`src/hw/rtl/bcms_pkg.sv`:
```
`default_nettype none

package bcms_pkg;

  localparam int POS_W      = 20;
  localparam int IDX_W      = 18;
  localparam int BYTE_W     = 8;
  localparam int TEXEL_W    = 16;
  localparam int LEVEL_W    = 16;
  localparam int REG_W      = 10;
  localparam int APB_ADDR_W = 3;
  localparam int APB_DATA_W = 32;

  localparam int COLUMN_BITS_DEF   = 9;
  localparam int ROW_BITS_DEF      = 9;
  localparam int FRACTION_BITS_DEF = 8;

  localparam logic [REG_W-1:0] COVER_COLUMNS_RST = 10'd512;
  localparam logic [REG_W-1:0] COVER_ROWS_RST    = 10'd512;

  typedef enum logic {
    ACT_LOAD   = 1'b0,
    ACT_SAMPLE = 1'b1
  } action_e;

  typedef enum logic {
    REG_COLUMNS = 1'b0,
    REG_ROWS    = 1'b1
  } reg_index_e;

  // Pipeline stage positions.
  localparam int STG_FLOOR = 0;
  localparam int STG_WRAP  = 1;
  localparam int STG_ADDR  = 2;
  localparam int STG_TEXEL = 3;
  localparam int STG_LERP  = 4;
  localparam int STG_OUT   = 5;
  localparam int STAGES    = 6;

endpackage

`default_nettype wire

```
`src/hw/rtl/bcms_blend.sv`:
```
`default_nettype none

module bcms_blend import bcms_pkg::*; #(
  parameter int FRACTION_BITS = FRACTION_BITS_DEF
) (
  input  logic                   clk,
  input  logic [STAGES-1:0]      adv,
  input  logic [FRACTION_BITS:0] frac_col,
  input  logic [FRACTION_BITS:0] frac_row,
  input  logic [TEXEL_W-1:0]     q00,
  input  logic [TEXEL_W-1:0]     q10,
  input  logic [TEXEL_W-1:0]     q01,
  input  logic [TEXEL_W-1:0]     q11,
  output logic [LEVEL_W-1:0]     woods,
  output logic [LEVEL_W-1:0]     wetness
);

  localparam int SUB_BITS = FRACTION_BITS + 1;
  localparam int LERP_W   = BYTE_W + SUB_BITS;
  localparam int ACC_W    = BYTE_W + 2 * SUB_BITS + 1;
  localparam int SHIFT    = 2 * SUB_BITS - 8;

  function automatic logic [LERP_W-1:0] lerp_byte(input logic [BYTE_W-1:0] a,
                                                  input logic [BYTE_W-1:0] b,
                                                  input logic [SUB_BITS-1:0] f);
    logic [LERP_W-1:0] wa;
    logic [LERP_W-1:0] wb;
    wa = LERP_W'(a) * ((LERP_W'(1) << SUB_BITS) - LERP_W'(f));
    wb = LERP_W'(b) * LERP_W'(f);
    return wa + wb;
  endfunction

  // Vertical blend, then round half up to eight fractional bits.
  function automatic logic [LEVEL_W-1:0] lerp_level(input logic [LERP_W-1:0] a,
                                                    input logic [LERP_W-1:0] b,
                                                    input logic [SUB_BITS-1:0] f);
    logic [ACC_W-1:0] acc;
    acc = ACC_W'(a) * ((ACC_W'(1) << SUB_BITS) - ACC_W'(f))
        + ACC_W'(b) * ACC_W'(f)
        + (ACC_W'(1) << (SHIFT - 1));
    return acc[SHIFT+LEVEL_W-1:SHIFT];
  endfunction

  logic [SUB_BITS-1:0] fc4;
  logic [SUB_BITS-1:0] fr4;
  logic [SUB_BITS-1:0] fr5;
  logic [LERP_W-1:0]   top_woods;
  logic [LERP_W-1:0]   bot_woods;
  logic [LERP_W-1:0]   top_wet;
  logic [LERP_W-1:0]   bot_wet;

  always_ff @(posedge clk) begin
    if (adv[STG_TEXEL]) begin
      fc4 <= frac_col;
      fr4 <= frac_row;
    end
    if (adv[STG_LERP]) begin
      fr5       <= fr4;
      top_woods <= lerp_byte(q00[BYTE_W-1:0], q10[BYTE_W-1:0], fc4);
      bot_woods <= lerp_byte(q01[BYTE_W-1:0], q11[BYTE_W-1:0], fc4);
      top_wet   <= lerp_byte(q00[TEXEL_W-1:BYTE_W], q10[TEXEL_W-1:BYTE_W], fc4);
      bot_wet   <= lerp_byte(q01[TEXEL_W-1:BYTE_W], q11[TEXEL_W-1:BYTE_W], fc4);
    end
    if (adv[STG_OUT]) begin
      woods   <= lerp_level(top_woods, bot_woods, fr5);
      wetness <= lerp_level(top_wet, bot_wet, fr5);
    end
  end

endmodule

`default_nettype wire

```
`config.mk`:
```
export PLATFORM = sky130hd
export DESIGN_NAME = bcms_blend
export DESIGN_NICKNAME = d
export VERILOG_FILES = /design/src/hw/rtl/bcms_pkg.sv /design/src/hw/rtl/bcms_blend.sv
export SDC_FILE = /design/constraint.sdc
export NUM_CORES = 2
export LEC_CHECK = 0
export BUFFER_PORTS_ARGS = -buffer_cell sky130_fd_sc_hd__buf_2
export CAP_MARGIN = 20
export CORE_ASPECT_RATIO = 0.8
export CORE_UTILIZATION = 65
export CTS_CLUSTER_SIZE = 25
export DETAILED_ROUTE_END_ITERATION = 7
export PLACE_DENSITY = 0.86
export SYNTH_ARGS = -nofsm -noshare
export SYNTH_HDL_FRONTEND = slang
export SYNTH_SLANG_ARGS = --single-unit
```
`constraint.sdc`:
```
create_clock -name clk -period 10.33 [get_ports clk]
set_input_delay 1.033 -clock clk [delete_from_list [all_inputs] [get_ports clk]]
set_output_delay 1.033 -clock clk [all_outputs]
set_load 0.01 [all_outputs]
```
Word level (Yosys, flattened, before mapping):

Cells that the tools add are included.
Widths: inputs -> output; s select.

* register bits: 127
* output and inout bits: 32

* add/subtract/negate cells: 10
* $mul: 12

Operators by type and width (number)
* $add 17x17->17: 4
* $mul 8x9->17: 4
* $add 26x10->26 const B: 2
* $add 26x26->26: 2
* $mul 17x9->26: 2
* $mul 8x17->17: 3
* $mul 17x27->26: 1
* $mul 18x11->26: 1
* $sub 10x9->11 const A: 2
* $mul 9x11->17: 1

Logic depth before layout (Yosys ltp):

* word-level depth: 4
* gate-level depth with buffers: 34

Least setup slack after synthesis:

No wires, ideal clock.

* path type: reg2reg
* start point: register fr5[0]
* end point: register wetness[11] (data pin)
* library setup time: 0.261 ns
* arrival: 7.814 ns
* data required time: 10.069 ns
* slack: 2.256 ns
* stages on the path, launching flop included: 32
* buffers on the path: 4
* clock period less this slack: 8.074 ns
* cell sequence: edfxtp_1 > clkbuf_1 > clkbuf_1 > clkbuf_1 > inv_1 > ha_1 > inv_1 > or3_1 > xor2_1 > clkbuf_1 > and2_1 > fa_1 > fa_1 > inv_1 > fa_1 > inv_1 > fa_1 > fa_1 > fa_1 > inv_1 > fa_1 > inv_1 > ha_1 > a21o_1 > a21o_1 > a21o_1 > and2_4 > or3_4 > a311o_1 > a21o_1 > a21oi_2 > o22ai_1

* word-level cells in the longest chain between the ends: 4
* elaborated cells between the ends (all ways): 5
* classes of those cells: add/sub: 3; mul: 2

Ends and longest elaborated chain
* start, declared: line bcms_blend.sv:46 `logic [SUB_BITS-1:0] fr5;`
* start signal, assigned: line bcms_blend.sv:58 `fr5 <= fr4;`
* $sub 10x9->11: line bcms_blend.sv:38 `acc = ACC_W'(a) * ((ACC_W'(1) << SUB_BITS) - ACC_W'(f))`
* $mul 18x11->26: line bcms_blend.sv:38
* $add 26x26->26 *: line bcms_blend.sv:39 `+ ACC_W'(b) * ACC_W'(f)`
* $add 26x10->26 *: line bcms_blend.sv:40 `+ (ACC_W'(1) << (SHIFT - 1));`
* end signal, assigned: line bcms_blend.sv:66 `wetness <= lerp_level(top_wet, bot_wet, fr5);`
* end, declared: line bcms_blend.sv:15 `output logic [LEVEL_W-1:0] wetness`

Mark *: on every way between the ends. The rest lies on a longest branch, timed or not.
A chain may end at the register's enable or synchronous reset.

Final worst setup path:

* start point: register fr5[0]
* end point: register woods[15] (data pin)

* word-level cells in the longest chain between the ends: 4
* elaborated cells between the ends (all ways): 5
* classes of those cells: add/sub: 3; mul: 2

Ends and longest elaborated chain
* $sub 10x9->11: line bcms_blend.sv:38
* $mul 17x27->26: line bcms_blend.sv:38
* $add 26x26->26 *: line bcms_blend.sv:39
* $add 26x10->26 *: line bcms_blend.sv:40
* end signal, assigned: line bcms_blend.sv:65 `woods <= lerp_level(top_woods, bot_woods, fr5);`
* end, declared: line bcms_blend.sv:14 `output logic [LEVEL_W-1:0] woods,`

Marked as above.

==> results.cfg <==
[placement]
dp_hpwl_um = 80800
port_buffers = 117
gp_congestion = 0.883

[critical_path]
reg2reg_slack_ns = 1.42
slowest_stage = xor2_2
cp-start-kind = flop
worstSetupPathType = flop to flop
timing.rr.end = woods[15]$_DFFE_PP_
r2r-start = fr5[0]$_DFFE_PP_
crit_arrival_ns = 9.14
required_ns = 10.56
slowest_delay_ns = 0.75
r2r_cells = 29
critPathCaptureType = flop
cp_max_fo = 18

[global_route]
antenna_found_initial = 6
grt_start_max_net_pins = 78
grtUsageTotal = 0.313
grt_pass1_vias = 33900
overflow = 0
grt_pass1_wl_um = 170000

[logic_synthesis]
synth-compound-area-share = 0.0202
synth.cell_area_mm2 = 0.0445
async_reset_ff_frac = 0
synth_cell_types = 52
synth_fa_ha_area_frac = 0.588
syn_inst = 4698
ys.flop_type = edfxtp_1
synth_top_family_by_area = adder cells
synth-edff-count = 127
synth.area.mux_share = 0
yosys.area_share.simple = 0.163
synth_seq_cells = 127
ys_seq_area_frac = 0.0858
synth_xor_area_frac = 0.0256
syn_nets = 6280
avgSynthCellArea_um2 = 9.46
synth-warning-count = 0

[layout]
fin_nets = 6245
fillCellCount = 4899
drive_gt1_frac = 0.0462
final_common_cell = inv_1
mostFrequentLayoutCells = inv_1, fa_1, and2_1, nand2_1, ha_1
area_growth_pct = 4.46

[floorplanning]
rows = 85
placeableCoreArea_mm2 = 0.0674
die_area_mm2 = 0.0694
start_util = 0.659
die_x_um = 294
die_h_um = 236
io_pins = 121

[clock_network]
cts.htree.levels = 4
tritoncts = done
clockRootBuffer = clkbuf_16
cts_hold_buffers = 0
cts_buffers = 17
post_cts_buffers = 0
cts_resized = 0
clock_latency_ns = 0.50
clockBufferDepth = 2
clk_pin_slew_ns = 0.06
clock-sinks = 127

[min_path]
min_to = fr5[7]$_DFFE_PP_
hold_path_depth = 0
worstHoldStart = fr4[7]$_DFFE_PP_
min_path_type = flop to flop

[detailed_routing]
drt_iter0_drc = 2283
drc = 0
vias = 31200
wl_per_cell_um = 18.2
via_per_inst = 5.58
first_pass_iters = 6
drtAntennaViolNets = 0
wirelength_um = 102000

[sta]
worstMarginPinSlew_ns = 1.14
fin_crit_ns = 8.91
final_hold_viol_count = 0
finalSetupViolCount = 0
skew_ns = 0.0147
fmax_mhz = 112
fin_crit_sh = 0.862
setup_tns_ns = 0
maxSlewHeadroom = 0.237
rsz0062_at_grt = no
finalMaxSlewViolations = 0

[status]
status = finished, final reports clean

[flow_run]
cap_violations = 0
==> flip-flops by register name, summed over array words and instances, names as in the netlist <==
signal and count:
bot_woods 17, woods 16, fr4 9, bot_wet 17, top_woods 17, wetness 16, fr5 9, top_wet 17
fc4 9
==> cell usage after synthesis, types with 29 or more instances <==
master	n	area share
xnor2_1	101	0.020
a21oi_1	38	0.0043
xor2_1	29	0.0057
ha_1	501	0.14
fa_1	992	0.45
nor2_1	38	0.0032
edfxtp_1	127	0.086
buf_1	61	0.0052
inv_1	1184	0.10
nand2_1	606	0.051
and2_1	667	0.094
clkbuf_1	152	0.013
==> metal layers <==
metal	wire [um]	track usage	part of all wire
met1	39700	0.429	0.39
met2	48300	0.497	0.47
met3	9340	0.0549	0.092
met4	4380	0.130	0.043
met5	0	0	0
==> metrics by stage <==
stage / std cells / setup WS, ns / utilization / cell area, um2 / hold slack (ns)
after global placement: 5555 / 1.79 / 0.679 / 45800 / 0.431
after CTS: 5586 / 1.48 / 0.688 / 46400 / 0.440
after global routing: 5594 / 1.04 / 0.689 / 46400 / 0.441
after detailed placement: 5555 / 1.51 / 0.679 / 45800 / 0.427
final: 5594 / 1.42 / 0.689 / 46400 / 0.440
after floorplan: 4698 / 2.26 / - / 44500 / 0.400
==> worst max-delay path: cells and delay by family (launching register included) <==
kind	cells	cell delay, ns
adders and majority gates	9	4.08
DFF	1	0.62
and+or+nand+nor	4	0.81
AOI/OAI and AO/OA	5	1.27
xor gates and xnor gates	2	0.88
buffers and inverters	9	1.00
==> cell families after synthesis <==
family,count (synthesis)
AO/OA/AOI/OAI,135
AND/OR/NAND/NOR,1416
XOR/XNOR,130
adder cells (fa/ha/maj),1493
flip-flops,127
buffers and inverters,1397
==> worst max path at each step <==
stage | from | to | slack, ns | cells past startpoint
final | fr5[0]$_DFFE_PP_ | woods[15]$_DFFE_PP_ | 1.42 | 29
after global routing | fr5[0]$_DFFE_PP_ | woods[15]$_DFFE_PP_ | 1.04 | 29
after CTS | fr5[0]$_DFFE_PP_ | woods[15]$_DFFE_PP_ | 1.48 | 29
after detailed placement | fr5[0]$_DFFE_PP_ | woods[15]$_DFFE_PP_ | 1.51 | 29
after global placement | fr5[0]$_DFFE_PP_ | woods[15]$_DFFE_PP_ | 1.79 | 29
after floorplan | fr5[0]$_DFFE_PP_ | wetness[11]$_DFFE_PP_ | 2.26 | 31
==> final cells by class <==
cell class,instances,area (um2),share of cell area
Antenna cell,6,15.0,0.000323
Clock buffer,17,425,0.00916
Clock inverter,14,166,0.00358
Inverter,1184,4440,0.0957
Multi-Input combinational cell,3174,35500,0.765
Sequential cell,127,3810,0.0821
Tap cell,913,1140,0.0246
Timing Repair Buffer,159,915,0.0197
Power is not shown: default switching activity piles up to over one toggle a cycle in this logic, so the estimate is an artifact.
