## src/hw/rtl/bcms_pkg.sv

```systemverilog
`default_nettype none

package bcms_pkg;

  localparam int POS_W      = 20;
  localparam int IDX_W      = 18;
  localparam int BYTE_W     = 8;
  localparam int TEXEL_W    = 16;
  localparam int LEVEL_W    = 16;
  localparam int REG_W      = 10;
  localparam int APB_ADDR_W = 3;
  localparam int APB_DATA_W = 32;

  localparam int COLUMN_BITS_DEF   = 9;
  localparam int ROW_BITS_DEF      = 9;
  localparam int FRACTION_BITS_DEF = 8;

  localparam logic [REG_W-1:0] COVER_COLUMNS_RST = 10'd512;
  localparam logic [REG_W-1:0] COVER_ROWS_RST    = 10'd512;

  typedef enum logic {
    ACT_LOAD   = 1'b0,
    ACT_SAMPLE = 1'b1
  } action_e;

  typedef enum logic {
    REG_COLUMNS = 1'b0,
    REG_ROWS    = 1'b1
  } reg_index_e;

  // Pipeline stage positions.
  localparam int STG_FLOOR = 0;
  localparam int STG_WRAP  = 1;
  localparam int STG_ADDR  = 2;
  localparam int STG_TEXEL = 3;
  localparam int STG_LERP  = 4;
  localparam int STG_OUT   = 5;
  localparam int STAGES    = 6;

endpackage

`default_nettype wire

```

## src/hw/rtl/bcms_coord.sv

```systemverilog
`default_nettype none

module bcms_coord import bcms_pkg::*; #(
  parameter int COLUMN_BITS   = COLUMN_BITS_DEF,
  parameter int ROW_BITS      = ROW_BITS_DEF,
  parameter int FRACTION_BITS = FRACTION_BITS_DEF
) (
  input  logic                              clk,
  input  logic [STAGES-1:0]                 adv,
  input  logic                              action,
  input  logic [IDX_W-1:0]                  texel_index,
  input  logic [BYTE_W-1:0]                 woods_in,
  input  logic [BYTE_W-1:0]                 wet_in,
  input  logic signed [POS_W-1:0]           column_pos,
  input  logic signed [POS_W-1:0]           row_pos,
  input  logic [COLUMN_BITS:0]              cols,
  input  logic [ROW_BITS-1:0]               rows_last,
  input  logic [ROW_BITS+FRACTION_BITS:0]   row_limit,
  output logic                              is_load,
  output logic [COLUMN_BITS+ROW_BITS-1:0]   addr00,
  output logic [COLUMN_BITS+ROW_BITS-1:0]   addr10,
  output logic [COLUMN_BITS+ROW_BITS-1:0]   addr01,
  output logic [COLUMN_BITS+ROW_BITS-1:0]   addr11,
  output logic [FRACTION_BITS:0]            frac_col,
  output logic [FRACTION_BITS:0]            frac_row,
  output logic [TEXEL_W-1:0]                texel_data
);

  localparam int SUB_BITS = FRACTION_BITS + 1;
  localparam int ADDR_W   = COLUMN_BITS + ROW_BITS;
  localparam int CI_W     = POS_W - SUB_BITS;
  localparam int RPOS_W   = ROW_BITS + SUB_BITS;
  localparam int RCMP_W   = ((RPOS_W > POS_W) ? RPOS_W : POS_W) + 1;
  localparam int WMAX     = (CI_W > COLUMN_BITS) ? CI_W : COLUMN_BITS;
  localparam int WRAP_W   = WMAX + 3;
  localparam int PROD_W   = ADDR_W + 1;

  // Stage 1: floor and fraction, row clamp.
  logic signed [CI_W-1:0]   col_int;
  logic signed [CI_W:0]     col_next;
  logic signed [RCMP_W-1:0] row_ext;
  logic signed [RCMP_W-1:0] limit_ext;
  logic [RPOS_W-1:0]        row_clamped;

  logic                     act1;
  logic [ADDR_W-1:0]        idx1;
  logic [TEXEL_W-1:0]       data1;
  logic signed [CI_W-1:0]   c0_1;
  logic signed [CI_W:0]     c1_1;
  logic [SUB_BITS-1:0]      fc1;
  logic [ROW_BITS-1:0]      r0_1;
  logic [SUB_BITS-1:0]      fr1;

  assign col_int   = column_pos[POS_W-1:SUB_BITS];
  assign col_next  = (CI_W+1)'(col_int) + (CI_W+1)'(1);
  assign row_ext   = RCMP_W'(row_pos);
  assign limit_ext = RCMP_W'(row_limit);

  always_comb begin
    if (row_ext[RCMP_W-1]) begin
      row_clamped = '0;
    end else if (row_ext > limit_ext) begin
      row_clamped = row_limit;
    end else begin
      row_clamped = RPOS_W'(row_ext);
    end
  end

  always_ff @(posedge clk) begin
    if (adv[STG_FLOOR]) begin
      act1  <= action;
      idx1  <= ADDR_W'(texel_index);
      data1 <= {wet_in, woods_in};
      c0_1  <= col_int;
      c1_1  <= col_next;
      fc1   <= column_pos[SUB_BITS-1:0];
      r0_1  <= row_clamped[RPOS_W-1:SUB_BITS];
      fr1   <= row_clamped[SUB_BITS-1:0];
    end
  end

  // Stage 2: column wrap around the cylinder, row below clamped.
  function automatic logic [COLUMN_BITS-1:0] wrap_col(input logic signed [WRAP_W-1:0] cc_in,
                                                      input logic [COLUMN_BITS:0] n);
    logic signed [WRAP_W-1:0] cc;
    logic signed [WRAP_W-1:0] span;
    span = WRAP_W'(n);
    cc   = cc_in;
    if (cc < 0) begin
      cc = cc + span;
    end else if (cc >= span) begin
      cc = cc - span;
    end
    if (cc < 0) begin
      cc = '0;
    end else if (cc >= span) begin
      cc = span - WRAP_W'(1);
    end
    return COLUMN_BITS'(cc);
  endfunction

  logic                     act2;
  logic [ADDR_W-1:0]        idx2;
  logic [TEXEL_W-1:0]       data2;
  logic [COLUMN_BITS-1:0]   x0_2;
  logic [COLUMN_BITS-1:0]   x1_2;
  logic [ROW_BITS-1:0]      y0_2;
  logic [ROW_BITS-1:0]      y1_2;
  logic [SUB_BITS-1:0]      fc2;
  logic [SUB_BITS-1:0]      fr2;

  always_ff @(posedge clk) begin
    if (adv[STG_WRAP]) begin
      act2  <= act1;
      idx2  <= idx1;
      data2 <= data1;
      x0_2  <= wrap_col(WRAP_W'(c0_1), cols);
      x1_2  <= wrap_col(WRAP_W'(c1_1), cols);
      y0_2  <= r0_1;
      y1_2  <= (r0_1 < rows_last) ? r0_1 + ROW_BITS'(1) : r0_1;
      fc2   <= fc1;
      fr2   <= fr1;
    end
  end

  // Stage 3: linear texel addresses.
  logic [PROD_W-1:0] base_top;
  logic [PROD_W-1:0] base_bot;

  assign base_top = PROD_W'(y0_2) * PROD_W'(cols);
  assign base_bot = PROD_W'(y1_2) * PROD_W'(cols);

  always_ff @(posedge clk) begin
    if (adv[STG_ADDR]) begin
      is_load    <= (act2 == ACT_LOAD);
      addr00     <= (act2 == ACT_LOAD) ? idx2 : ADDR_W'(base_top + PROD_W'(x0_2));
      addr10     <= ADDR_W'(base_top + PROD_W'(x1_2));
      addr01     <= ADDR_W'(base_bot + PROD_W'(x0_2));
      addr11     <= ADDR_W'(base_bot + PROD_W'(x1_2));
      frac_col   <= fc2;
      frac_row   <= fr2;
      texel_data <= data2;
    end
  end

endmodule

`default_nettype wire

```

## config.mk

```make
export PLATFORM = sky130hd
export DESIGN_NAME = bcms_coord
export DESIGN_NICKNAME = d
export VERILOG_FILES = /design/src/hw/rtl/bcms_pkg.sv /design/src/hw/rtl/bcms_coord.sv
export SDC_FILE = /design/constraint.sdc
export NUM_CORES = 1
export LEC_CHECK = 0
export BUFFER_PORTS_ARGS = -buffer_cell sky130_fd_sc_hd__buf_4
export CORE_ASPECT_RATIO = 1.75
export CORE_MARGIN = 2
export CORE_UTILIZATION = 60
export CTS_BUF_LIST = sky130_fd_sc_hd__clkbuf_4
export DETAILED_ROUTE_END_ITERATION = 8
export GPL_TIMING_DRIVEN = 0
export MAX_ROUTING_LAYER = met4
export PLACE_DENSITY = 0.83
export SETUP_SLACK_MARGIN = 0.05
export SYNTH_ARGS = -nofsm -noshare
export SYNTH_HDL_FRONTEND = slang
export SYNTH_SLANG_ARGS = --single-unit
```

## constraint.sdc

```tcl
create_clock -name clk -period 11.1 [get_ports clk]
set_input_delay 1.665 -clock clk [delete_from_list [all_inputs] [get_ports clk]]
set_output_delay 1.665 -clock clk [all_outputs]
set_load 0.1 [all_outputs]
```

## After elaboration in Yosys (flattened, before gate mapping)

Index checks and enable logic that the tools add are counted.

| storage, ports and cells | value |
|---|---|
| word-level logic and storage cells | 60 |
| register bits | 281 |

| cells by class | value |
|---|---|
| add/subtract/negate cells | 11 |
| multiply operators | 2 |
| magnitude comparators | 10 |
| bitwise operators | 1 |
| muxes and demuxes | 11 |

Operators with widths:

| kind | count |
|---|---|
| two-way mux 14 bit | 6 |
| adder 18 x 9 -> 18 bit | 4 |
| multiplier 9 x 10 -> 18 bit | 2 |
| two-way mux 18 bit | 2 |
| >= comparator 14 x 11 -> 1 bit | 2 |
| less-than comparator 14 x 1 -> 1 bit (second input constant) | 2 |
| two-way mux 9 bit | 3 |
| > comparator 20 x 19 -> 1 bit | 1 |
| adder 12 x 11 -> 13 bit | 1 |
| subtractor 12 x 11 -> 13 bit | 1 |
| adder 11 x 11 -> 12 bit | 1 |
| adder 11 x 2 -> 12 bit (second input constant) | 1 |
| >= comparator 12 x 11 -> 1 bit | 1 |
| less-than comparator 12 x 1 -> 1 bit (second input constant) | 1 |
| subtractor 11 x 11 -> 12 bit | 1 |
| >= comparator 11 bit | 1 |
| less-than comparator 11 x 1 -> 1 bit (second input constant) | 1 |
| adder 9 x 1 -> 9 bit (second input constant) | 1 |
| less-than comparator 9 bit | 1 |
| subtractor 9 x 1 -> 9 bit (second input constant) | 1 |
| inverter 1 bit | 1 |

## Logic depth before layout (Yosys ltp)

| depth | value |
|---|---|
| depth in word-level cells | 6 |
| depth in mapped cells | 23 |
| depth with buffers taken out | 21 |

## Least setup slack after synthesis

OpenSTA, ideal clock, no wires.

| timing path | value |
|---|---|
| kind | input -> register |
| start | in cols[3] |
| end | reg addr10[17], data pin |
| stages on the path | 21 |
| slack | 4.367 ns |
| data arrival time | 6.468 ns |
| data required time | 10.835 ns |
| buffers on the path | 2 |
| path through | clkbuf_1 > clkbuf_1 > nand2_1 > fa_1 > inv_1 > fa_1 > ha_1 > inv_1 > fa_1 > inv_1 > fa_1 > a21oi_1 > inv_1 > a21oi_1 > xnor2_1 > ha_1 > nand2_1 > o21a_1 > nor4_1 > nand4_1 > xnor2_1 |

| on the way | value |
|---|---|
| longest elaborated chain between the ends | 2 |

Ends and longest elaborated chain:

| element | line | text |
|---|---|---|
| start, declared | bcms_coord.sv:16 | `input logic [COLUMN_BITS:0] cols,` |
| multiplier 9 x 10 -> 18 bit | bcms_coord.sv:130 | `assign base_top = PROD_W'(y0_2) * PROD_W'(cols);` |
| adder 18 x 9 -> 18 bit | bcms_coord.sv:137 | `addr10 <= ADDR_W'(base_top + PROD_W'(x1_2));` |
| end signal, assigned | bcms_coord.sv:137 |  |
| end, declared | bcms_coord.sv:21 | `output logic [COLUMN_BITS+ROW_BITS-1:0] addr10,` |

Every way passes these cells.
A chain may end at the register's enable or synchronous reset.

## Worst setup path in the final report

| timing path | value |
|---|---|
| start | in cols[6] |
| end | reg addr00[16], data pin |

| on the way | value |
|---|---|
| longest elaborated chain between the ends | 3 |

Ends and longest elaborated chain:

| element | line | text |
|---|---|---|
| multiplier 9 x 10 -> 18 bit | bcms_coord.sv:130 |  |
| adder 18 x 9 -> 18 bit | bcms_coord.sv:136 | `addr00 <= (act2 == ACT_LOAD) ? idx2 : ADDR_W'(base_top + PROD_W'(x0_2));` |
| two-way mux 18 bit | bcms_coord.sv:136 |  |
| end signal, assigned | bcms_coord.sv:136 |  |
| end, declared | bcms_coord.sv:20 | `output logic [COLUMN_BITS+ROW_BITS-1:0] addr00,` |

Every way passes these cells.

==> results.md <==
* CTS Root Cell: clkbuf_4
* CTS Sinks at 281
* Via Count at 15300
* Reg power frac at 22.9%
* CP Max Fanout at 10
* Starting Density at 60.7%
* F_max at 0.138 GHz
* Tcrit/Tclk final at 65.5%
* Synth area leaders: edfxtp_1 (40%), ha_1 (12%), fa_1 (12%)
* CTS tree: yes
* Min-Delay Path Class: reg -> reg
* Combinational Power Share at 66.4%
* CTS Buffer Depth at 3
* Synth Warn # at 0
* Die height at 251 um
* All-layer global routing usage at 28.4%
* Endpoint type of the worst setup path: flip-flop
* RD Place Congestion at 0.946
* Minimum clock period at 7.27 ns
* Synth Cell Area at 0.0209 mm^2
* Leading cell type in the layout, fill and taps excluded: edfxtp_1
* EDFF count, synth at 281
* Fraction of registers with async set or reset after synthesis at 0%
* WL/cell at 18.8 um
* Die width at 145 um
* TritonRoute pass-1 iters at 7
* Pleak at 10.6 nW
* GRT Residual Overflow at 0
* Die area at 0.0363 mm^2
* Post-CTS sizing at 0
* Outcome: complete, no violations
* Num ports at 226
* Fin. Hold Viols at 0
* Core ar. at 0.0343 mm^2
* Clk slew on worst S/H paths at 0.08 ns
* Crit Path Category: in -> reg
* Iter 0 DRT Violations at 891
* RSZ-0062 raised after global routing: false
* Post-Synthesis Cells at 1880
* Worst Skew at 0.0466 ns
* I/O Buffers at 222
* Fin nets at 2599
* Later-pin clock latency in the skew report at 0.75 ns
* Post-synth top flop: edfxtp_1
* Drt via density at 5.74
* H-tree depth at 2
* Sw Share at 49.3%
* Critical path startpoint category: input pin
* Final wirelength at 50100 um
* Most frequent cells in the layout: edfxtp_1 (281), inv_1 (227), buf_4 (224)
* First-pass GRT wire length at 79300 um
* Switching power at 3.55 mW
* Final setup viols at 0
* FP Rows at 90
* Post-CTS setup buffer count at 0
* Post-synthesis sequential area ratio at 40.5%
* Synth Net Count at 2318
* #FFs+latches synth at 281
* Internal power at 3.65 mW
* Residual DRC count at 0
* Relative slew slack at 11.1%
* Initial antenna violation count at 1
* Vias in the first global route at 16100
* Peak VDD IR at 0.191 mV
* Avg Synthesized Cell Area at 11.1 um^2
* Largest area contributor in the netlist: edfxtp_1
* Setup TNS at 0 ns
* Final ANT Viol Nets at 0
* Area Growth Syn to Fin at 14.4%
* Pwr/cell area at 302 mW/mm^2
* Worst Path Arrival at 7.71 ns
* Max Cap Viol at 0
* Post-CTS Hold Buffers at 0
* Final setup margin at 3.83 ns
* Detailed-placement wirelength estimate at 39800 um
* Pin count of the biggest net entering global routing at 108
* Clock power share at 10.6%
* Pins Over Slew Limit at 0
* Synth cell types at 85
* Dpl ws at 3.25 ns
* Layout cell share with drive strength beyond 1 at 17.4%
* CTS buffer count at 57
* Worst-Margin Slew at 1.33 ns
* Area share of the largest cell type after synthesis at 40.5%
* Req. time, crit path at 11.54 ns
-- area by class of cell --
class,instances,area [um^2]
Buffer,58,248
Multi-Input combinational cell,1314,11300
Antenna cell,1,2.50
Timing Repair Buffer,222,1670
Fill cell,2539,10500
Inverter,227,852
Clock buffer,76,571
Tap cell,460,576
Clock inverter,29,194
Sequential cell,281,8440
-- power by group through the flow --
| stage | combinational, mW | sequential, mW | clock [mW] |
|---|---|---|---|
| 6_report | 4.78 | 1.65 | 0.765 |
| 5_1_grt | 5.20 | 1.67 | 0.823 |
| 4_1_cts | 4.78 | 1.65 | 0.780 |
| 3_5_place_dp | 4.75 | 1.68 | 0 |
| 3_3_place_gp | 4.61 | 1.67 | 0 |
| 2_1_floorplan | 2.87 | 2.59 | 0 |
-- synth_stat cells, drive strengths merged, types with 16 or more instances --
| library cell | number |
|---|---|
| inv | 227 |
| mux2i | 25 |
| and2 | 106 |
| nand3 | 24 |
| a21oi | 65 |
| clkbuf | 42 |
| a211oi | 18 |
| buf | 16 |
| nor2 | 102 |
| nor2b | 17 |
| xnor2 | 95 |
| o21ai | 64 |
| mux2 | 22 |
| ha | 199 |
| edfxtp | 281 |
| nand2 | 134 |
| nor3 | 41 |
| fa | 120 |
| o21a | 25 |
| xor2 | 37 |
| nand2b | 16 |
| a21o | 33 |
-- through the flow --
stage / cell area (um^2) / std cells / power [mW] / utilization, % / hold WS [ns]
final: 23900 / 2668 / 7.20 / 69.5 / 0.414
after detailed placement: 23100 / 2562 / 6.42 / 67.2 / 0.405
after global routing: 23900 / 2668 / 7.69 / 69.5 / 0.418
after global placement: 23100 / 2562 / 6.28 / 67.2 / 0.400
after CTS: 23900 / 2667 / 7.22 / 69.5 / 0.415
after floorplan: 20900 / 1880 / 5.45 / - / 0.400
-- flip-flops by register name (all words and copies together), names as in the netlist, 9 cells and up --
register,flops
x1_2,9
y0_2,9
r0_1,9
fr2,9
addr00,18
data1,16
c0_1,11
x0_2,9
fc1,9
fr1,9
addr01,18
idx1,18
frac_row,9
addr10,18
data2,16
frac_col,9
c1_1,12
y1_2,9
fc2,9
texel_data,16
idx2,18
addr11,18
-- worst paths after layout --
kind                   startpoint              endpoint  slack, ns  depth (start not counted)
max                       cols[6]  addr00[16]$_DFFE_PP_       3.83                         20
min          fr1[5]$_SDFFCE_PP0P_      fr2[5]$_DFFE_PP_       0.41                          0
max reg2reg     y0_2[2]$_DFFE_PP_  addr10[17]$_DFFE_PP_       5.34                         20
min reg2reg  fr1[5]$_SDFFCE_PP0P_      fr2[5]$_DFFE_PP_       0.41                          0
-- per-layer routing --
layer	GRT usage [%]	share of wire, %	vias to the layer above
met3	3.66	4.5	206
met5	-	0	-
met2	52.8	55	558
li1	-	-	7137
met1	27.4	33	7410
met4	18.7	7.0	0
-- worst max-delay path, stage by stage --
cell,delay [ns]
buf_4,0.12
clkbuf_1,0.52
clkbuf_1,0.63
nand2_1,0.18
fa_1,0.57
inv_1,0.05
fa_1,0.51
fa_1,0.51
inv_1,0.06
fa_1,0.52
inv_1,0.04
ha_1,0.35
a21oi_2,0.24
o21ai_0,0.17
o21ai_1,0.32
nand3_2,0.21
nor4_2,0.54
nand4_1,0.19
xor2_1,0.20
a21oi_1,0.10
-- cell families after synthesis --
| group | Yosys count | synth area share [%] |
|---|---|---|
| buffers and inverters | 285 | 5.27 |
| multiplexers | 47 | 2.39 |
| AND/OR/NAND/NOR | 512 | 12.6 |
| XOR/XNOR | 132 | 5.65 |
| flip-flops | 281 | 40.5 |
| adder cells (fa/ha/maj) | 319 | 23.5 |
| AO/OA/AOI/OAI | 304 | 10.2 |
No activity file was read; power rests on OpenSTA's default activity.
