===== src/hw/rtl/bcms_pkg.sv =====
`default_nettype none

package bcms_pkg;

  localparam int POS_W      = 20;
  localparam int IDX_W      = 18;
  localparam int BYTE_W     = 8;
  localparam int TEXEL_W    = 16;
  localparam int LEVEL_W    = 16;
  localparam int REG_W      = 10;
  localparam int APB_ADDR_W = 3;
  localparam int APB_DATA_W = 32;

  localparam int COLUMN_BITS_DEF   = 9;
  localparam int ROW_BITS_DEF      = 9;
  localparam int FRACTION_BITS_DEF = 8;

  localparam logic [REG_W-1:0] COVER_COLUMNS_RST = 10'd512;
  localparam logic [REG_W-1:0] COVER_ROWS_RST    = 10'd512;

  typedef enum logic {
    ACT_LOAD   = 1'b0,
    ACT_SAMPLE = 1'b1
  } action_e;

  typedef enum logic {
    REG_COLUMNS = 1'b0,
    REG_ROWS    = 1'b1
  } reg_index_e;

  // Pipeline stage positions.
  localparam int STG_FLOOR = 0;
  localparam int STG_WRAP  = 1;
  localparam int STG_ADDR  = 2;
  localparam int STG_TEXEL = 3;
  localparam int STG_LERP  = 4;
  localparam int STG_OUT   = 5;
  localparam int STAGES    = 6;

endpackage

`default_nettype wire


===== src/hw/rtl/bcms_cfg.sv =====
`default_nettype none

module bcms_cfg import bcms_pkg::*; #(
  parameter int COLUMN_BITS   = COLUMN_BITS_DEF,
  parameter int ROW_BITS      = ROW_BITS_DEF,
  parameter int FRACTION_BITS = FRACTION_BITS_DEF
) (
  input  logic                        clk,
  input  logic                        rst,
  input  logic                        psel,
  input  logic                        penable,
  input  logic                        pwrite,
  input  logic [APB_ADDR_W-1:0]       paddr,
  input  logic [APB_DATA_W-1:0]       pwdata,
  output logic [APB_DATA_W-1:0]       prdata,
  output logic                        pready,
  output logic [COLUMN_BITS:0]        cols,
  output logic [ROW_BITS-1:0]         rows_last,
  output logic [ROW_BITS+FRACTION_BITS:0] row_limit
);

  localparam int SUB_BITS = FRACTION_BITS + 1;
  localparam int MAX_BITS = (COLUMN_BITS > ROW_BITS) ? COLUMN_BITS : ROW_BITS;
  localparam int SIZE_W   = (MAX_BITS + 1 > REG_W) ? MAX_BITS + 1 : REG_W;

  logic [REG_W-1:0] columns_reg;
  logic [REG_W-1:0] rows_reg;
  logic [REG_W-1:0] wr_value;
  logic             wr_en;
  logic [ROW_BITS-1:0] rows_last_next;

  // A size of zero counts as one; anything above the map limit counts as the limit.
  function automatic logic [SIZE_W-1:0] clamp_size(input logic [REG_W-1:0] v,
                                                   input logic [SIZE_W-1:0] lim);
    logic [SIZE_W-1:0] ext;
    ext = SIZE_W'(v);
    if (ext == '0) begin
      return SIZE_W'(1);
    end else if (ext > lim) begin
      return lim;
    end
    return ext;
  endfunction

  assign wr_en    = psel && penable && pwrite;
  assign wr_value = pwdata[REG_W-1:0];
  assign pready   = 1'b1;
  assign rows_last_next =
    ROW_BITS'(clamp_size(wr_value, SIZE_W'(1) << ROW_BITS) - SIZE_W'(1));

  always_comb begin
    unique case (reg_index_e'(paddr[APB_ADDR_W-1]))
      REG_COLUMNS: prdata = APB_DATA_W'(columns_reg);
      REG_ROWS:    prdata = APB_DATA_W'(rows_reg);
      default:     prdata = '0;
    endcase
  end

  always_ff @(posedge clk) begin
    if (rst) begin
      columns_reg <= COVER_COLUMNS_RST;
      rows_reg    <= COVER_ROWS_RST;
      cols        <= (COLUMN_BITS+1)'(clamp_size(COVER_COLUMNS_RST,
                                                 SIZE_W'(1) << COLUMN_BITS));
      rows_last   <= ROW_BITS'(clamp_size(COVER_ROWS_RST, SIZE_W'(1) << ROW_BITS)
                               - SIZE_W'(1));
      row_limit   <= {ROW_BITS'(clamp_size(COVER_ROWS_RST, SIZE_W'(1) << ROW_BITS)
                                - SIZE_W'(1)), SUB_BITS'(0)};
    end else if (wr_en) begin
      unique case (reg_index_e'(paddr[APB_ADDR_W-1]))
        REG_COLUMNS: begin
          columns_reg <= wr_value;
          cols        <= (COLUMN_BITS+1)'(clamp_size(wr_value, SIZE_W'(1) << COLUMN_BITS));
        end
        REG_ROWS: begin
          rows_reg  <= wr_value;
          rows_last <= rows_last_next;
          row_limit <= {rows_last_next, SUB_BITS'(0)};
        end
        default: begin
        end
      endcase
    end
  end

endmodule

`default_nettype wire


===== config.mk =====
export PLATFORM = sky130hd
export DESIGN_NAME = bcms_cfg
export DESIGN_NICKNAME = d
export VERILOG_FILES = /design/src/hw/rtl/bcms_pkg.sv /design/src/hw/rtl/bcms_cfg.sv
export SDC_FILE = /design/constraint.sdc
export NUM_CORES = 1
export LEC_CHECK = 0
export BUFFER_PORTS_ARGS = -buffer_cell sky130_fd_sc_hd__buf_2
export CAP_MARGIN = 30
export CORE_MARGIN = 5
export CORE_UTILIZATION = 43
export DETAILED_ROUTE_END_ITERATION = 12
export GPL_TIMING_DRIVEN = 0
export PLACE_DENSITY_LB_ADDON = 0.08
export SLEW_MARGIN = 20
export SYNTH_ARGS = -nofsm -noshare
export SYNTH_HDL_FRONTEND = slang
export SYNTH_SLANG_ARGS = --single-unit

===== constraint.sdc =====
create_clock -name clk -period 2.05 [get_ports clk]
set_input_delay 0.205 -clock clk [delete_from_list [all_inputs] [get_ports clk]]
set_output_delay 0.205 -clock clk [all_outputs]
set_load 0.01 [all_outputs]

; ---- After elaboration in Yosys (flattened, before gate mapping)
; Cells that the tools add are included.
[totals]
elab_cells = 22
inputBits = 40
register_bits = 39
[op_classes]
n_addsub = 1
bitwise = 1
mux = 10
reduce_logical = 5
order_cmp = 1
[op_table]
columns = op, count
row1 = 32-bit one-hot mux with 2 select lines, 1
row2 = 10-bit 2-to-1 mux, 3
row3 = "10-bit > comparator, second input constant", 1
row4 = 10-bit zero test, 1
row5 = 9-bit 2-to-1 mux, 1
row6 = "9-bit by 1-bit subtractor with 9-bit output, second input constant", 1
row7 = 1-bit 2-to-1 mux, 5
row8 = 2-bit AND reduction, 2
row9 = 1-bit logical AND, 2
row10 = 1-bit NOT, 1

; ---- Depth between registers and ports, before layout
; Gate-level depths: netlist of run 1.
[logic_depth]
depth_word = 7
mapped_depth = 11

; ---- Worst setup path after synthesis of run 1
; OpenSTA, ideal clock, no wires.
[synth_path]
kind = input -> register
from = input port pwdata[3]
to = register row_limit[15]
setup_ns = 0.125
slack_ns = 0.344
arrival_ns = 1.581
t_required_ns = 1.925
stages = 11
path_cell_list = buf_6 -> nor4_4 -> a31oi_1 -> nor2_2 -> inv_2 -> ha_1 -> clkbuf_1 -> nand2_1 -> mux2_1 -> o22ai_1 -> o21ai_2
[synth_between]
elab_chain_cells = 5
elab_cells_between_ends = 7
cone_classes = 1 x add/sub / 1 x order compare / 4 x mux / 1 x reduce/logical
[synth_rtl]
columns = element, line_no
row1 = from (decl), bcms_cfg.sv:14  ; input logic [APB_DATA_W-1:0] pwdata,
row2 = 10-bit > comparator, bcms_cfg.sv:39  ; end else if (ext > lim) begin
row3 = 1-bit 2-to-1 mux, bcms_cfg.sv:39
row4 = 1-bit 2-to-1 mux, bcms_cfg.sv:37  ; if (ext == '0) begin
row5 = 9-bit 2-to-1 mux (*), bcms_cfg.sv:42  ; return ext;
row6 = 9-bit by 1-bit subtractor with 9-bit output (*), bcms_cfg.sv:49  ; ROW_BITS'(clamp_size(wr_value, SIZE_W'(1) << ROW_BITS) - SIZE_W'(1));
row7 = to (signal assigned), bcms_cfg.sv:67  ; row_limit <= {ROW_BITS'(clamp_size(COVER_ROWS_RST, SIZE_W'(1) << ROW_BITS)
row8 = to (signal assigned), bcms_cfg.sv:78  ; row_limit <= {rows_last_next, SUB_BITS'(0)};
row9 = to (decl), bcms_cfg.sv:19  ; output logic [ROW_BITS+FRACTION_BITS:0] row_limit
; Every way passes the cells marked *; elsewhere a longest branch is shown, timed or not.
; A chain may end at the register's enable or synchronous reset.

; ---- Worst setup path in the final report of run 1
[layout_path]
from = input port pwdata[4]
to = register row_limit[15]
; The elaborated chain is that of the path after synthesis.

==> results_dict.tcl, run 1 <==
set metrics [dict create \
    numCtsBuffers 5 \
    hold_viol 0 \
    worst_setup_path_start_kind "primary input" \
    synthMuxAreaShare_pct 5.94 \
    htreeDepth 2 \
    status "finished, final reports clean" \
    die_area_um2 6350 \
    synth_largest_area_cell "dfxtp_1" \
    place_area_um2 2530 \
    synthTopCellsByCount "nand2_1, buf_4, dfxtp_1" \
    cts_buffer_depth 2 \
    cts_setup_buffers 0 \
    ys_seq_area_share_pct 37.4 \
    overflow 0 \
    synthFlopType "dfxtp_1" \
    grt_pass1_wl_um 8440 \
    pwr-share-clk_pct 35.9 \
    grt_antenna_before_repair 0 \
    clk_pin_slew_ns 0.08 \
    cts_tree "yes" \
    drive_gt1_share_pct 36.1 \
    power_density_nw_per_um2 611 \
    netSwitchingFraction_pct 26.5 \
    crit_path_max_incr_delay_ns 0.29 \
    synth_edf_count 0 \
    end_kind "flop" \
    ys_warn_count 0 \
    r2r_setup_slack_ns 1.26 \
    synthSimpleGateAreaFrac_pct 21.4 \
    via_per_inst 4.54 \
    skew_ns 0 \
    synth_xor_area_share_pct 0.420 \
    gp_congestion 0.848 \
    synthArstFlopShare_pct 0 \
    worst_ep_arrival_time_ns 1.89 \
    start_util_pct 44.2 \
    syn_area_um2 2090 \
    drt_wl_total_um 5200 \
    ant_nets 0 \
    core_area_um2 4720 \
    critPathBufInv 3 \
    grt_max_degree 13 \
    dpl.hpwl_um 3850 \
    rows 25 \
    crit_chain "buf_2 > nor4_4 > a31oi_1 > nor2_2 > inv_2 > ha_1 > clkbuf_1 > nand2_1 > mux2_1 > o22ai_1 > o21ai_2" \
    synth_most_common_cell "nand2_1" \
    peakVddDrop_uv 360 \
    synth_cells 258 \
    port_buffers 50 \
    first_pass_iters 4 \
    vias 1874 \
    design.portCount 110 \
    drt-initial-drc-count 94 \
    cts_resized 0 \
    max_cap_viol_count 0 \
    hold_path_class "in -> reg" \
    synth.distinct_cells 42 \
    relSlewSlack_pct 61.1 \
    crit_slowest_cell "mux2_1" \
    rsz0062_at_grt "false" \
    fp.dieW_um 79.7 \
    power_switching_uw 427 \
    grt_pass1_vias 1759 \
    hold_buffers 0 \
    critical_path_class "in -> reg" \
    fin_nets 386 \
    finalSetupTns_ns 0 \
    cts_sinks 39 \
    combPwrFrac_pct 15.7 \
    finalSetupViolCount 0 \
    chipHeight_um 79.7 \
    ys_seq_elements 39 \
    synth_fa_ha_area_share_pct 0.600 \
    crit_fanout 7 \
    synth_compound_area_share_pct 15.0 \
    max_freq_ghz 0.582 \
    post-route-period-util_pct 83.8 \
    p_seq_share_pct 48.5 \
    synth_top_cell_area_share_pct 37.4 \
    grt_use_total_pct 17.3 \
    tightest_slew_ns 0.583 \
    postSynthAreaPerCell_um2 8.09 \
    intPower_uw 1180 \
    yosys-top-cells-area "dfxtp_1, buf_4, nand2_1" \
    wl_per_cell_um 12.6 \
    synth_top_family_by_area "simple AND/OR/NAND/NOR gates" \
    syn2layout_area_growth_pct 26.4 \
    cp.required_ns 2.23 \
    drv_slew 0 \
    postLayoutCellArea_um2 2640 \
    period_needed_ns 1.72 \
    p_leak_uw 0.00121 \
    crit_family "buffers and inverters" \
    insertion_delay_ns 0.29 \
    n_antenna_cell 0 \
    cts_root_buf "clkbuf_8" \
    drc 0 \
]
worst register-to-register path: cells and delay by family (launching register included):
kind	cells	cell delay [ns]
compound gates	1	0.09
flops	1	0.32
simple gates	2	0.24
cell families (layout without fill, tap and decap cells):
group	count (synthesis)	after routing
AO/OA/AOI/OAI	50	50
multiplexers	11	11
XOR/XNOR	1	1
flip-flops	39	39
AND/OR/NAND/NOR	94	94
buffers and inverters	60	118
adder cells (fa/ha/maj)	1	1
other	2	32
cells in the final DEF, fill, tap and decap left out, types with 2 or more instances in the layout:
cell type  synthesis  final
a21oi_1           29     29
a31oi_1            2      2
buf_2              6     56
buf_4             41     41
clkbuf_1           7      7
clkbuf_8           0      7
conb_1             2     32
dfxtp_1           39     39
inv_1              3      3
mux2_2            10     10
nand2_1           55     55
nand3_1           11     11
nor2_1            10     10
nor2_2             2      2
nor2b_1            2      2
nor3_1             4      4
nor4_4             2      2
o211a_1            2      2
o211ai_1           2      2
o21ai_1            5      5
or2_1              2      2
cell type report:
cell class	instances	area, µm²
clock buffer	7	96.3
tap	67	83.8
fill	475	2090
sequential	39	781
timing repair buffer	50	250
inverter	4	15.0
multi-input combinational	189	1020
buffer	56	379
clock inverter	1	7.51
power groups by stage:
stage / Sequential, µW / Combinational [µW] / Clock [µW]
2_1_floorplan: 801 / 173 / 0
3_3_place_gp: 798 / 248 / 0
3_5_place_dp: 799 / 249 / 0
4_1_cts: 781 / 250 / 595
5_1_grt: 783 / 280 / 625
6_report: 781 / 252 / 578
metrics by stage:
stage	utilization, %	hold WS (ns)	std cells	power [µW]	setup WS [ns]
floorplan	-	0.341	288	973	0.344
global placement	53.6	0.429	405	1050	0.0510
detailed placement	53.6	0.438	405	1050	0.0393
CTS	55.8	0.174	413	1630	0.355
global route	55.8	0.208	413	1690	0.224
finish	55.8	0.189	413	1610	0.332
path summary, 6_finish.rpt:
path                   endpoint          start  cells after the start
setup reg to reg  row_limit[13]  row_limit[13]                      3
hold reg to reg         cols[9]        cols[9]                      2
setup / recovery  row_limit[15]      pwdata[4]                     11
hold / removal      rows_reg[3]      pwdata[3]                      3
per-layer routing:
layer  vias to the layer above  routed length [µm]  global-route usage, %
met4                         0                  46                   7.39
met1                       832                2400                   23.0
li1                        971                   -                      -
met3                         4                 342                   3.61
met5                         -                   0                      0
met2                        67                2410                   26.9
No activity file was read; power rests on OpenSTA's default activity.
==> run 2, diff against run 1 <==
clock period = 1.6 ns   (was 2.05 ns; I/O delays follow)
==> results_dict.tcl, run 2 (synthesis gave the netlist of run 1 again) <==
set metrics [dict create \
    grt.met1_usage_pct 22.2 \
    worst_setup_path_start_kind "primary input" \
    drv_slew 0 \
    port_buffers 50 \
    multi_input_area_um2 1030 \
    skew_ns 0 \
    relSlewSlack_pct 60.9 \
    cp.required_ns 1.84 \
    grt_use_total_pct 17.2 \
    htreeDepth 2 \
    use_met3_pct 4.97 \
    post-route-period-util_pct 92.0 \
    crit_family "simple AND/OR/NAND/NOR gates" \
    cts_root_buf "clkbuf_8" \
    hold_viol 0 \
    grt_antenna_before_repair 0 \
    die_area_um2 6350 \
    rows 25 \
    p_leak_uw 0.00123 \
    met2_usage_pct 26.5 \
    start_util_pct 44.2 \
    max_freq_ghz 0.679 \
    drive_gt1_share_pct 36.9 \
    fill_cells 479 \
    postLayoutCellArea_um2 2670 \
    period_needed_ns 1.47 \
    crit_slowest_cell "nor4_4" \
    cts_tree "yes" \
    cts_buffer_depth 2 \
    wl_per_cell_um 12.5 \
    dp.cells 405 \
    max_cap_viol_count 0 \
    cts_sinks 39 \
    crit_fanout 7 \
    critical_path_class "in -> reg" \
    power_density_nw_per_um2 807 \
    syn2layout_area_growth_pct 28.1 \
    grt_pass1_vias 1698 \
    status "finished, final reports clean" \
    vias 1867 \
    chipHeight_um 79.7 \
    hold_path_class "in -> reg" \
    r2r_setup_slack_ns 0.79 \
    drc 0 \
    final_cell_mix "nand2_1, buf_2, buf_4" \
    gp_congestion 0.848 \
    critPathBufInv 3 \
    grt_max_degree 14 \
    worst_ep_arrival_time_ns 1.71 \
    fin_nets 387 \
    place_area_um2 2530 \
    core_area_um2 4720 \
    hold_buffers 0 \
    instances_no_fill 414 \
    tightest_slew_ns 0.587 \
    first_pass_iters 4 \
    drt-initial-drc-count 81 \
    grt_pass1_wl_um 8330 \
    regArea_um2 781 \
    n_antenna_cell 0 \
    dpl.hpwl_um 3840 \
    finalSetupViolCount 0 \
    via_per_inst 4.51 \
    rsz0062_at_grt "false" \
    hold_depth 3 \
    ff2ff_path_depth 3 \
    design.portCount 110 \
    fp.dieW_um 79.7 \
    ant_nets 0 \
    numCtsBuffers 5 \
    crit_chain "clkbuf_4 > nor4_4 > a31oi_1 > nor2_2 > inv_2 > ha_1 > buf_4 > nand2_1 > mux2_1 > o22ai_1 > o21ai_2" \
    globalRoute.busiestLayer "met2" \
    peakVddDrop_uv 535 \
    crit_cells 11 \
    overflow 0 \
    end_kind "flop" \
    final_common_cell "nand2_1" \
    insertion_delay_ns 0.30 \
    drt_wl_total_um 5180 \
    clk_pin_slew_ns 0.08 \
    crit_path_max_incr_delay_ns 0.31 \
]
run 2: cell types whose count changed in the layout (fill, tap and decap cells not counted), sizes merged:
cell,change
buf,-3
clkbuf,+2
clkinv,+2
bufinv,+1
clkinvlp,-1
run 2: final cells by class:
| cell class | count | area share [%] |
|---|---|---|
| clock buffer | 5 | 2.57 |
| tap | 67 | 3.14 |
| sequential | 39 | 29.2 |
| multi-input combinational | 189 | 38.4 |
| clock inverter | 3 | 1.64 |
| inverter | 4 | 0.562 |
| timing repair buffer | 51 | 10.1 |
| buffer | 56 | 14.3 |
run 2: worst register-to-register path: cells and delay by family (launching register included):
kind | cells | cell delay, ns
flip-flops | 1 | 0.33
AND/OR/NAND/NOR | 2 | 0.26
AO/OA/AOI/OAI | 1 | 0.10
run 2: where the power goes:
group / internal [µW] / switching, µW / total [µW]
registers: 990 / 10.0 / 1000
clock network: 464 / 364 / 828
logic: 141 / 189 / 330
run 2: metal layers:
metal | vias up | part of all wire [%]
met2 | 58 | 45
met3 | 9 | 7.0
met5 | - | 0
li1 | 972 | -
met4 | 0 | 1.7
met1 | 828 | 47
run 2: path summary, 6_finish.rpt:
kind                      start              to
setup / recovery      pwdata[8]   row_limit[15]
hold / removal        pwdata[3]  columns_reg[3]
hold reg to reg         cols[9]         cols[9]
setup reg to reg  row_limit[13]   row_limit[13]
run 2: per-stage QoR:
stage	TNS [ns]	utilization (%)	setup WS, ns	hold slack, ns	total power (µW)
finish	0	56.6	0.128	0.135	2160
CTS	0	56.1	0.0659	0.120	2170
detailed placement	-0.662	53.7	-0.247	0.434	1340
global placement	-0.676	53.7	-0.244	0.430	1340
floorplan	0	-	0.0114	0.296	1250
global route	0	56.6	0.00713	0.138	2260
run 2: what timing repair did:
action,in CTS,in global routing
setup buffers,0,1
hold endpoints to repair,0,0
gates resized for setup,0,9
endpoints found under the setup margin,0,2
==> run 3, diff against run 2 <==
CORE_MARGIN = 10   (was 5)
==> results_dict.tcl, run 3 (synthesis gave the netlist of run 1 again) <==
set metrics [dict create \
    cts_root_buf "clkbuf_8" \
    port_buffers 50 \
    post-place-ws_ns -0.235 \
    grt_pass1_vias 1773 \
    rsz0062_at_grt "false" \
    clk_pin_slew_ns 0.08 \
    pwr-share-clk_pct 38.9 \
    grt_pass1_wl_um 8910 \
    fin_nets 386 \
    p_seq_share_pct 45.9 \
    numCtsBuffers 5 \
    drive_gt1_share_pct 37.0 \
    insertion_delay_ns 0.29 \
    final_cell_mix "nand2_1, buf_2, buf_4" \
    grt_antenna_before_repair 0 \
    tightest_slew_ns 0.563 \
    drt_wl_total_um 5670 \
    max_freq_ghz 0.690 \
    overflow 0 \
    drt-initial-drc-count 102 \
    worst_setup_path_start_kind "primary input" \
    period_needed_ns 1.45 \
    power_density_nw_per_um2 816 \
    finalSetupTns_ns 0 \
    rows 25 \
    status "finished, final reports clean" \
    core_area_um2 4720 \
    cts_sinks 39 \
    combPwrFrac_pct 15.2 \
    post-route-period-util_pct 90.6 \
    power_switching_uw 546 \
    grt_max_degree 13 \
    gp_congestion 0.813 \
    place_area_um2 2530 \
    cts_buffer_depth 2 \
    drv_slew 0 \
    end_kind "flop" \
    skew_ns 0 \
    netSwitchingFraction_pct 25.0 \
    wl_per_cell_um 13.7 \
    max_cap_viol_count 0 \
    dpl.hpwl_um 4290 \
    grt_use_total_pct 14.4 \
    design.portCount 110 \
    vias 1860 \
    peakVddDrop_uv 528 \
    hold_viol 0 \
    cp.required_ns 1.78 \
    hold_buffers 0 \
    via_per_inst 4.50 \
    r2r_setup_slack_ns 0.75 \
    final.setup.worst_slack_ns 0.150 \
    die_area_um2 8040 \
    drc 0 \
    intPower_uw 1630 \
    chipHeight_um 89.7 \
    ant_nets 0 \
    relSlewSlack_pct 62.5 \
    syn2layout_area_growth_pct 27.9 \
    first_pass_iters 4 \
    fp.dieW_um 89.7 \
    critical_path_class "in -> reg" \
    crit_fanout 7 \
    start_util_pct 44.2 \
    hold_path_class "in -> reg" \
    worst_ep_arrival_time_ns 1.63 \
    n_antenna_cell 0 \
    htreeDepth 2 \
    postLayoutCellArea_um2 2670 \
    final_common_cell "nand2_1" \
    p_leak_uw 0.00122 \
    cts_tree "yes" \
    finalSetupViolCount 0 \
]
run 3: cell count changes in the layout (fill, tap and decap cells not counted), sizes merged:
cell,delta
clkinv,-1
run 3: path summary, 6_finish.rpt:
path | startpoint | cells after the start | to
worst max-delay path | pwdata[5] | 10 | row_limit[15]
worst min-delay path | pwdata[3] | 3 | columns_reg[3]
worst max register to register | row_limit[13] | 3 | row_limit[13]
worst min register to register | cols[9] | 2 | cols[9]
run 3: layout make-up:
type,instances,area (µm²)
multi-input cells,189,1030
flip-flops and latches,39,781
repair buffers,51,268
inverters,4,15.0
clock inverters,2,35.0
fillers,480,2050
plain buffers,55,375
clock buffers,6,82.6
well taps,67,83.8
run 3: layer usage:
| metal | part of all wire (%) | track usage, % |
|---|---|---|
| met4 | 2.0 | 5.35 |
| met2 | 44 | 22.2 |
| met3 | 11 | 6.05 |
| met1 | 42 | 17.6 |
| met5 | 0 | 0 |
run 3: worst max-delay path, stage by stage:
cell and delay [ns]:
buf_2 0.21, nor4_4 0.06, a31oi_1 0.20, nor2_2 0.08, inv_2 0.07, ha_2 0.25, nand2_1 0.07, mux2_1 0.28
o22ai_1 0.18, o21ai_2 0.06
run 3: power groups by stage:
stage / sequential (µW) / combinational, µW / clock (µW)
floorplan: 1030 / 222 / 0
global placement: 1020 / 320 / 0
detailed placement: 1020 / 322 / 0
CTS: 1000 / 323 / 862
global route: 1000 / 368 / 918
finish: 1000 / 332 / 847
run 3: repair_timing:
action	CTS	global route
resized for setup	0	6
endpoints found under the setup margin	0	3
buffers inserted	0	1
run 3: stage by stage:
step	utilization, %	std cells	hold WS [ns]	power [µW]
after global routing	56.5	413	0.153	2290
after floorplan	-	288	0.296	1250
after global placement	53.7	405	0.429	1340
final	56.5	413	0.140	2180
after CTS	56.2	413	0.141	2180
after detailed placement	53.7	405	0.435	1340
